## config.mk

```make
export PLATFORM = sky130hd
export DESIGN_NAME = msp_frame_receiver
export DESIGN_NICKNAME = d
export VERILOG_FILES = /design/src/rtl/msp_pkg.sv /design/src/rtl/msp_frame_receiver.sv /design/src/rtl/msp_in_reg.sv /design/src/rtl/msp_parser.sv /design/src/rtl/msp_out_reg.sv
export SDC_FILE = /design/constraint.sdc
export NUM_CORES = 1
export LEC_CHECK = 0
export BUFFER_PORTS_ARGS = -buffer_cell sky130_fd_sc_hd__buf_2
export CORE_UTILIZATION = 45
export CTS_BUF_LIST = sky130_fd_sc_hd__clkbuf_8
export DETAILED_ROUTE_END_ITERATION = 7
export GPL_TIMING_DRIVEN = 0
export PLACE_DENSITY = 0.7
export SLEW_MARGIN = 0
export SYNTH_ARGS = -nofsm -noshare
export SYNTH_HDL_FRONTEND = slang
export SYNTH_SLANG_ARGS = --single-unit
```

## constraint.sdc

```tcl
create_clock -name clk -period 6.9 [get_ports clk]
set_input_delay 0.69 -clock clk [delete_from_list [all_inputs] [get_ports clk]]
set_output_delay 0.69 -clock clk [all_outputs]
set_load 0.01 [all_outputs]
```

## src/rtl/msp_pkg.sv

```systemverilog
// Package for the MSP v1 frame receiver: word types, header bytes,
// parser phases and event codes. Depends on nothing.
`default_nettype none
package msp_pkg;

  localparam logic [7:0]  HDR_START        = 8'h24;
  localparam logic [7:0]  HDR_M            = 8'h4D;
  localparam logic [7:0]  HDR_DIR          = 8'h3E;
  localparam logic [15:0] IDLE_LIMIT_RESET = 16'd500;
  localparam logic [15:0] IDLE_COUNT_MAX   = 16'hFFFF;

  typedef enum logic [2:0] {
    PH_HUNT  = 3'd0,
    PH_GOT_S = 3'd1,
    PH_GOT_M = 3'd2,
    PH_LEN   = 3'd3,
    PH_CMD   = 3'd4,
    PH_BODY  = 3'd5
  } phase_t;

  typedef enum logic [1:0] {
    EV_PAYLOAD = 2'd0,
    EV_GOOD    = 2'd1,
    EV_BAD     = 2'd2,
    EV_TIMEOUT = 2'd3
  } event_t;

  typedef enum logic {
    FUNC_BYTE = 1'b0,
    FUNC_IDLE = 1'b1
  } func_t;

  typedef struct packed {
    func_t      func;
    logic [7:0] rx_byte;
  } item_t;

  typedef struct packed {
    event_t     event_res;
    logic [7:0] data_byte;
    logic [7:0] command;
    logic [7:0] payload_length;
    logic       last;
  } result_t;

endpackage
`default_nettype wire

```

## src/rtl/msp_frame_receiver.sv

```systemverilog
// Receive side of the MSP v1 serial protocol. Input words are either a
// received byte or one idle tick; the block finds the '$','M','>' header,
// takes length and command, passes each payload byte on as a result word,
// then reports the checksum as good or bad, or a timeout after too many
// idle ticks inside a frame.
// Input channel: in_valid/in_ready with func and rx_byte. Output channel:
// out_valid/out_ready with event_res, data_byte, command, payload_length
// and last. Register idle_limit is written through cfg_wr_en/cfg_wr_data.
// An accepted word waits in the input register until the parser takes it,
// which it does while the output register is empty or being drained; the
// result, if any, is loaded into the output register as the word is taken
// and out_valid rises; one word per cycle is taken while this holds.
// Reset clears the phase, counters and both valid flags and sets idle_limit
// to 500. While the receiver stalls, the held result stays put, the parser
// waits on the word in its input register and in_ready falls once that
// register is full. Depends on msp_pkg, msp_in_reg, msp_parser, msp_out_reg.
`default_nettype none
module msp_frame_receiver (
  input  wire logic        clk,
  input  wire logic        rst,
  input  wire logic        cfg_wr_en,
  input  wire logic [15:0] cfg_wr_data,
  input  wire logic        in_valid,
  output logic             in_ready,
  input  wire logic        func,
  input  wire logic [7:0]  rx_byte,
  output logic             out_valid,
  input  wire logic        out_ready,
  output logic [1:0]       event_res,
  output logic [7:0]       data_byte,
  output logic [7:0]       command,
  output logic [7:0]       payload_length,
  output logic             last
);

  logic [15:0]      idle_limit;
  msp_pkg::item_t   in_item;
  msp_pkg::item_t   q_item;
  logic             q_valid;
  logic             fire;
  logic             res_valid;
  msp_pkg::result_t res;
  msp_pkg::result_t res_q;

  always_ff @(posedge clk) begin
    if (rst) begin
      idle_limit <= msp_pkg::IDLE_LIMIT_RESET;
    end else if (cfg_wr_en) begin
      idle_limit <= cfg_wr_data;
    end
  end

  assign in_item.func    = msp_pkg::func_t'(func);
  assign in_item.rx_byte = rx_byte;
  assign fire            = q_valid && (!out_valid || out_ready);

  msp_in_reg u_in_reg (
    .clk      (clk),
    .rst      (rst),
    .in_valid (in_valid),
    .in_ready (in_ready),
    .in_item  (in_item),
    .take     (fire),
    .q_valid  (q_valid),
    .q_item   (q_item)
  );

  msp_parser u_parser (
    .clk        (clk),
    .rst        (rst),
    .fire       (fire),
    .item       (q_item),
    .idle_limit (idle_limit),
    .res_valid  (res_valid),
    .res        (res)
  );

  msp_out_reg u_out_reg (
    .clk       (clk),
    .rst       (rst),
    .load      (res_valid),
    .d         (res),
    .out_valid (out_valid),
    .out_ready (out_ready),
    .q         (res_q)
  );

  assign event_res      = res_q.event_res;
  assign data_byte      = res_q.data_byte;
  assign command        = res_q.command;
  assign payload_length = res_q.payload_length;
  assign last           = res_q.last;

endmodule
`default_nettype wire

```

## src/rtl/msp_in_reg.sv

```systemverilog
// Input register of the MSP frame receiver: holds one accepted word until
// the parser takes it. Depends on msp_pkg.
`default_nettype none
module msp_in_reg (
  input  wire logic           clk,
  input  wire logic           rst,
  input  wire logic           in_valid,
  output logic                in_ready,
  input  wire msp_pkg::item_t in_item,
  input  wire logic           take,
  output logic                q_valid,
  output msp_pkg::item_t      q_item
);

  assign in_ready = !q_valid || take;

  always_ff @(posedge clk) begin
    if (rst) begin
      q_valid <= 1'b0;
    end else if (in_ready) begin
      q_valid <= in_valid;
    end
  end

  always_ff @(posedge clk) begin
    if (in_valid && in_ready) begin
      q_item <= in_item;
    end
  end

endmodule
`default_nettype wire

```

## src/rtl/msp_parser.sv

```systemverilog
// Frame parser of the MSP frame receiver: phase machine, length, command,
// checksum and idle counters, producing at most one result per word.
// Depends on msp_pkg.
`default_nettype none
module msp_parser (
  input  wire logic           clk,
  input  wire logic           rst,
  input  wire logic           fire,
  input  wire msp_pkg::item_t item,
  input  wire logic [15:0]    idle_limit,
  output logic                res_valid,
  output msp_pkg::result_t    res
);

  msp_pkg::phase_t phase, phase_next;
  logic [7:0]  frame_length, frame_length_next;
  logic [7:0]  bytes_taken, bytes_taken_next;
  logic [7:0]  frame_command, frame_command_next;
  logic [7:0]  running_xor, running_xor_next;
  logic [15:0] idle_count, idle_count_next;
  logic [15:0] idle_inc;
  logic        timeout;
  logic        is_idle;
  logic        more_payload;
  logic [7:0]  c;

  assign c            = item.rx_byte;
  assign is_idle      = (item.func == msp_pkg::FUNC_IDLE);
  assign idle_inc     = (idle_count == msp_pkg::IDLE_COUNT_MAX) ? idle_count
                                                                : idle_count + 16'd1;
  assign timeout      = (phase != msp_pkg::PH_HUNT) && (idle_inc > idle_limit);
  assign more_payload = (bytes_taken < frame_length);

  always_comb begin
    phase_next = phase;
    if (fire) begin
      if (is_idle) begin
        if (timeout) begin
          phase_next = msp_pkg::PH_HUNT;
        end
      end else begin
        case (phase)
          msp_pkg::PH_HUNT: begin
            phase_next = (c == msp_pkg::HDR_START) ? msp_pkg::PH_GOT_S : msp_pkg::PH_HUNT;
          end
          msp_pkg::PH_GOT_S: begin
            phase_next = (c == msp_pkg::HDR_M) ? msp_pkg::PH_GOT_M : msp_pkg::PH_HUNT;
          end
          msp_pkg::PH_GOT_M: begin
            phase_next = (c == msp_pkg::HDR_DIR) ? msp_pkg::PH_LEN : msp_pkg::PH_HUNT;
          end
          msp_pkg::PH_LEN: begin
            phase_next = msp_pkg::PH_CMD;
          end
          msp_pkg::PH_CMD: begin
            phase_next = msp_pkg::PH_BODY;
          end
          msp_pkg::PH_BODY: begin
            phase_next = more_payload ? msp_pkg::PH_BODY : msp_pkg::PH_HUNT;
          end
          default: begin
            phase_next = msp_pkg::PH_HUNT;
          end
        endcase
      end
    end
  end

  always_comb begin
    frame_length_next  = frame_length;
    bytes_taken_next   = bytes_taken;
    frame_command_next = frame_command;
    running_xor_next   = running_xor;
    idle_count_next    = idle_count;
    res_valid          = 1'b0;
    res.event_res      = msp_pkg::EV_PAYLOAD;
    res.data_byte      = 8'd0;
    res.command        = frame_command;
    res.payload_length = frame_length;
    res.last           = 1'b0;
    if (fire) begin
      if (is_idle) begin
        if (phase != msp_pkg::PH_HUNT) begin
          if (timeout) begin
            idle_count_next = 16'd0;
            res_valid       = 1'b1;
            res.event_res   = msp_pkg::EV_TIMEOUT;
            res.last        = 1'b1;
          end else begin
            idle_count_next = idle_inc;
          end
        end
      end else begin
        idle_count_next = 16'd0;
        case (phase)
          msp_pkg::PH_HUNT: begin
            if (c == msp_pkg::HDR_START) begin
              frame_length_next  = 8'd0;
              bytes_taken_next   = 8'd0;
              frame_command_next = 8'd0;
              running_xor_next   = 8'd0;
            end
          end
          msp_pkg::PH_LEN: begin
            frame_length_next = c;
            running_xor_next  = running_xor ^ c;
          end
          msp_pkg::PH_CMD: begin
            frame_command_next = c;
            running_xor_next   = running_xor ^ c;
          end
          msp_pkg::PH_BODY: begin
            res_valid = 1'b1;
            if (more_payload) begin
              running_xor_next = running_xor ^ c;
              bytes_taken_next = bytes_taken + 8'd1;
              res.data_byte    = c;
            end else begin
              res.event_res = (running_xor == c) ? msp_pkg::EV_GOOD : msp_pkg::EV_BAD;
              res.last      = 1'b1;
            end
          end
          default: begin
          end
        endcase
      end
    end
  end

  always_ff @(posedge clk) begin
    if (rst) begin
      phase         <= msp_pkg::PH_HUNT;
      frame_length  <= 8'd0;
      bytes_taken   <= 8'd0;
      frame_command <= 8'd0;
      running_xor   <= 8'd0;
      idle_count    <= 16'd0;
    end else begin
      phase         <= phase_next;
      frame_length  <= frame_length_next;
      bytes_taken   <= bytes_taken_next;
      frame_command <= frame_command_next;
      running_xor   <= running_xor_next;
      idle_count    <= idle_count_next;
    end
  end

endmodule
`default_nettype wire

```

## src/rtl/msp_out_reg.sv

```systemverilog
// Result register of the MSP frame receiver: holds one result word until
// the receiver takes it. Depends on msp_pkg.
`default_nettype none
module msp_out_reg (
  input  wire logic             clk,
  input  wire logic             rst,
  input  wire logic             load,
  input  wire msp_pkg::result_t d,
  output logic                  out_valid,
  input  wire logic             out_ready,
  output msp_pkg::result_t      q
);

  always_ff @(posedge clk) begin
    if (rst) begin
      out_valid <= 1'b0;
    end else if (load) begin
      out_valid <= 1'b1;
    end else if (out_ready) begin
      out_valid <= 1'b0;
    end
  end

  always_ff @(posedge clk) begin
    if (load) begin
      q <= d;
    end
  end

endmodule
`default_nettype wire

```

==> summary.md <==
Total global-route track usage: 0.215. The core region is 0.0114 mm². The first TritonRoute pass finished after 5 iterations.

The critical path in this run is classified as reg2reg. The final count of hold timing violations came out at 0. The number of max-capacitance violations reported was 0; the proportion of layout cells with a drive suffix above 1 was 0.148. The worst-case headroom to the max-slew limit was 0.450. For the detailed placement HPWL, the log shows 8990 µm.

Summed over all instances, the cell type with the most area after synthesis is dfxtp_1. The starting density of the core came out at 0.461. The detailed-route vias per instance was 5.57; the worst reg2reg path depth was 14.

The sequential cell area fraction in the yosys report came out at 0.468. Counting flops and latches in the post-synthesis netlist gives 105. Power spread over the standard cell area amounts to 187 mW/mm². The remaining design rule violation count was 0. The number of hold buffers added after CTS was 0. After global routing the overflow that remains totals 0. For this design the static power due to leakage is 2.28 nW. In this run the horizontal extent of the chip is 110 µm. The die covers 0.0121 mm².

At the worst endpoint, the arrival time is 5.03 ns. After clock tree synthesis, the clock-pin slew on the worst setup and hold paths is 0.11 ns. The tools report the gate count after technology mapping as 561.

The logs give 0 ns for the total negative setup slack and 0.203 GHz for the achievable frequency. The run gives 4330 as the via count. The number of cells traversed by the worst hold path was 0; the maximum number of pins on one net before global-route repair was 20.

Ranked by total cell area, the synthesized netlist is headed by dfxtp_1, edfxtp_1, ha_1. The number of max-slew violations in the final report is 0. The fraction of registers with async set or reset after synthesis is 0. The number of antenna violations at the first check in global routing is 0. Warning count from the yosys run: 0. The largest clock skew in the final design came out at 0.0106 ns. The kind of end point of the critical path was a register. Once the clock tree was built, the setup fixing pass inserted 0 buffers. 59 I/O pins were placed. The area share of the leading cell type in the synthesized netlist works out to 0.263. The floorplan step set the die height to 110 µm. Counting the buffers created by CTS gives 9.

The layout overhead on the synthesized area was 12.8%. For this block, the routed nets add up to 12200 µm of wire. The count of nets left with antenna violations once routing finished came out at 0.

Startpoint kind of the worst setup timing path: a register. The H-tree generated during clock tree synthesis spans 3 levels. The run gives 685 as the layout net count. The flow ran to the end, and the final reports show no timing, DRC or antenna violations.

The run gives 105 as the number of sinks handled by clock tree synthesis. Count of different cell masters after synthesis: 57. The average footprint of a synthesized cell is 9.37 µm², and the peak supply drop is 164 µV. The buffer levels on the longest clock path was 2. After detailed routing, the average wire length per cell comes to 15.6 µm. For the final setup violation count, the log shows 0. The fill cell total of the finished layout is 1086. The most used flip-flop cell after synthesis is dfxtp_1. The cell sitting at the root of the clock tree is a clkbuf_8. The cell area that synthesis handed to floorplanning was 0.00526 mm². The minimum period implied by the final worst setup slack is 4.93 ns. The tools report the final estimated routing congestion in global placement as 0.882.

In this run, synthesis inferred 36 flip-flops with an integrated enable. The worst hold-check path type is reg2reg. TritonCTS built the clock tree. The first-pass GRT wire length was 19900 µm. The hold path startpoint is u_parser.frame_command[6]. The number of buffers inserted by port buffering was 57. The endpoint identified for the worst register-to-register timing path is u_out_reg.q[12]. The tools report the floorplan row count as 39. Number of DRC violations after detailed-routing iteration 0: 212. The logs give 4212 for the via count of the first global-routing pass and 616 for the number of nets produced by synthesis. At the later pin of the worst-skew pair, clock insertion delay measures 0.39 ns. The tools report the overall power as 1.11 mW. Setup repair after global routing left no endpoint under its margin. The sink of the worst hold path was u_out_reg.q[15]. Post-CTS repair changed the size of 0 cells. For the pin with the worst max-slew slack, the measured transition is 0.824 ns. The slack of the worst reg-to-reg path came out at 1.97 ns.

Data on the critical path is required at its endpoint by 7.00 ns. The final clock period utilization by the worst path is 0.715. Launching point of the worst reg2reg path: u_parser.idle_count[0]. Along the worst path, the maximum fanout reaches 15. For the number of antenna cells inserted, the log shows 0.
-- routing by layer --
layer,GRT usage,vias up,part of all wire
met4,0.0714,0,0.017
met1,0.241,2029,0.42
li1,-,2153,-
met2,0.396,129,0.51
met3,0.0511,19,0.051
met5,0,-,0
-- cell families after synthesis --
family	count (synthesis)	share of synthesized area
flip-flops	105	0.468
buffers and inverters	64	0.0471
AO/OA/AOI/OAI	122	0.146
multiplexers	20	0.0385
AND/OR/NAND/NOR	207	0.210
adder cells (fa/ha/maj)	25	0.0595
XOR/XNOR	18	0.0300
-- Yosys cell counts (12+ instances only) --
master and n:
dfxtp_1 69, nand2_1 59, a21oi_1 51, edfxtp_1 36
nand3_1 36, nor2_1 33, inv_1 32, ha_1 25
clkbuf_1 24, mux2i_1 18, a31oi_1 15, o21ai_0 15
and2_1 13, xnor2_1 12
-- through the flow --
stage          cell area (µm²)  hold slack, ns  std cells  setup WS, ns   util
2_1_floorplan             5260           0.408        561          2.16      -
3_3_place_gp              5720           0.415        761          1.25  0.501
3_5_place_dp              5740           0.415        762          2.01  0.502
4_1_cts                   5930           0.440        778          1.98  0.520
5_1_grt                   5930           0.442        778          1.59  0.520
6_report                  5930           0.440        778          1.97  0.520
-- flip-flops by register name (all words and copies together) (netlist names) --
signal / cells
u_parser.idle_count: 16
u_out_reg.q: 27
u_in_reg.q_valid: 1
u_parser.phase: 3
idle_limit: 16
u_out_reg.out_valid: 1
u_parser.frame_length: 8
u_parser.running_xor: 8
u_parser.frame_command: 8
u_parser.bytes_taken: 8
u_in_reg.q_item: 9
-- worst max-delay path, stage by stage (launching register included) --
cell and delay, ns:
dfxtp_1 0.47, ha_1 0.24, nand4_1 0.28, nor3_1 0.54
and3_1 0.31, nand3b_1 0.12, o21a_1 0.13, ha_1 0.30
nand4_2 0.17, nor4_2 0.37, a21bo_1 0.26, a32o_1 0.27
or2_4 0.28, nor2_2 0.63, buf_6 0.26
-- layout make-up --
class / count / area (µm²) / share of cell area
clock buffer: 10 / 138 / 0.0232
multi-input combinational: 392 / 2550 / 0.430
buffer: 31 / 124 / 0.0209
clock inverter: 6 / 57.6 / 0.00970
tap: 143 / 179 / 0.0302
inverter: 33 / 124 / 0.0209
timing repair buffer: 58 / 297 / 0.0500
sequential: 105 / 2460 / 0.415
-- worst max path at each step --
stage	start	end	slack, ns	cells after the start
6_report	u_parser.idle_count[0]	u_out_reg.q[12]	1.97	14
5_1_grt	u_parser.idle_count[0]	u_out_reg.q[8]	1.59	14
3_3_place_gp	u_parser.idle_count[0]	u_out_reg.q[8]	1.25	13
2_1_floorplan	u_parser.idle_count[0]	u_out_reg.q[0]	2.16	13
3_5_place_dp	u_parser.idle_count[0]	u_out_reg.q[7]	2.01	14
4_1_cts	u_parser.idle_count[0]	u_out_reg.q[12]	1.98	14
-- layout by cell type, fill, tap and decap left out, types with 7 or more instances in the layout --
cell / n
and2_1: 13
a31oi_1: 15
nand3_1: 36
dfxtp_1: 69
and3_1: 7
nor2_1: 32
clkbuf_1: 24
a21oi_1: 51
clkbuf_8: 10
ha_1: 25
nand4_1: 10
mux2i_1: 18
edfxtp_1: 36
o21ai_0: 15
o32ai_1: 8
xnor2_1: 12
nor3_1: 11
buf_2: 60
nand2b_1: 10
nand2_1: 59
inv_1: 32
-- report_power, final --
group | switching [mW] | internal [mW] | total, mW | leakage [nW]
clock | 0.232 | 0.150 | 0.382 | 0.101
sequential | 0.00534 | 0.647 | 0.653 | 0.915
combinational | 0.0468 | 0.0268 | 0.0735 | 1.27
total | 0.284 | 0.824 | 1.11 | 2.28
Note: power is estimated with default switching activity, not from simulation.
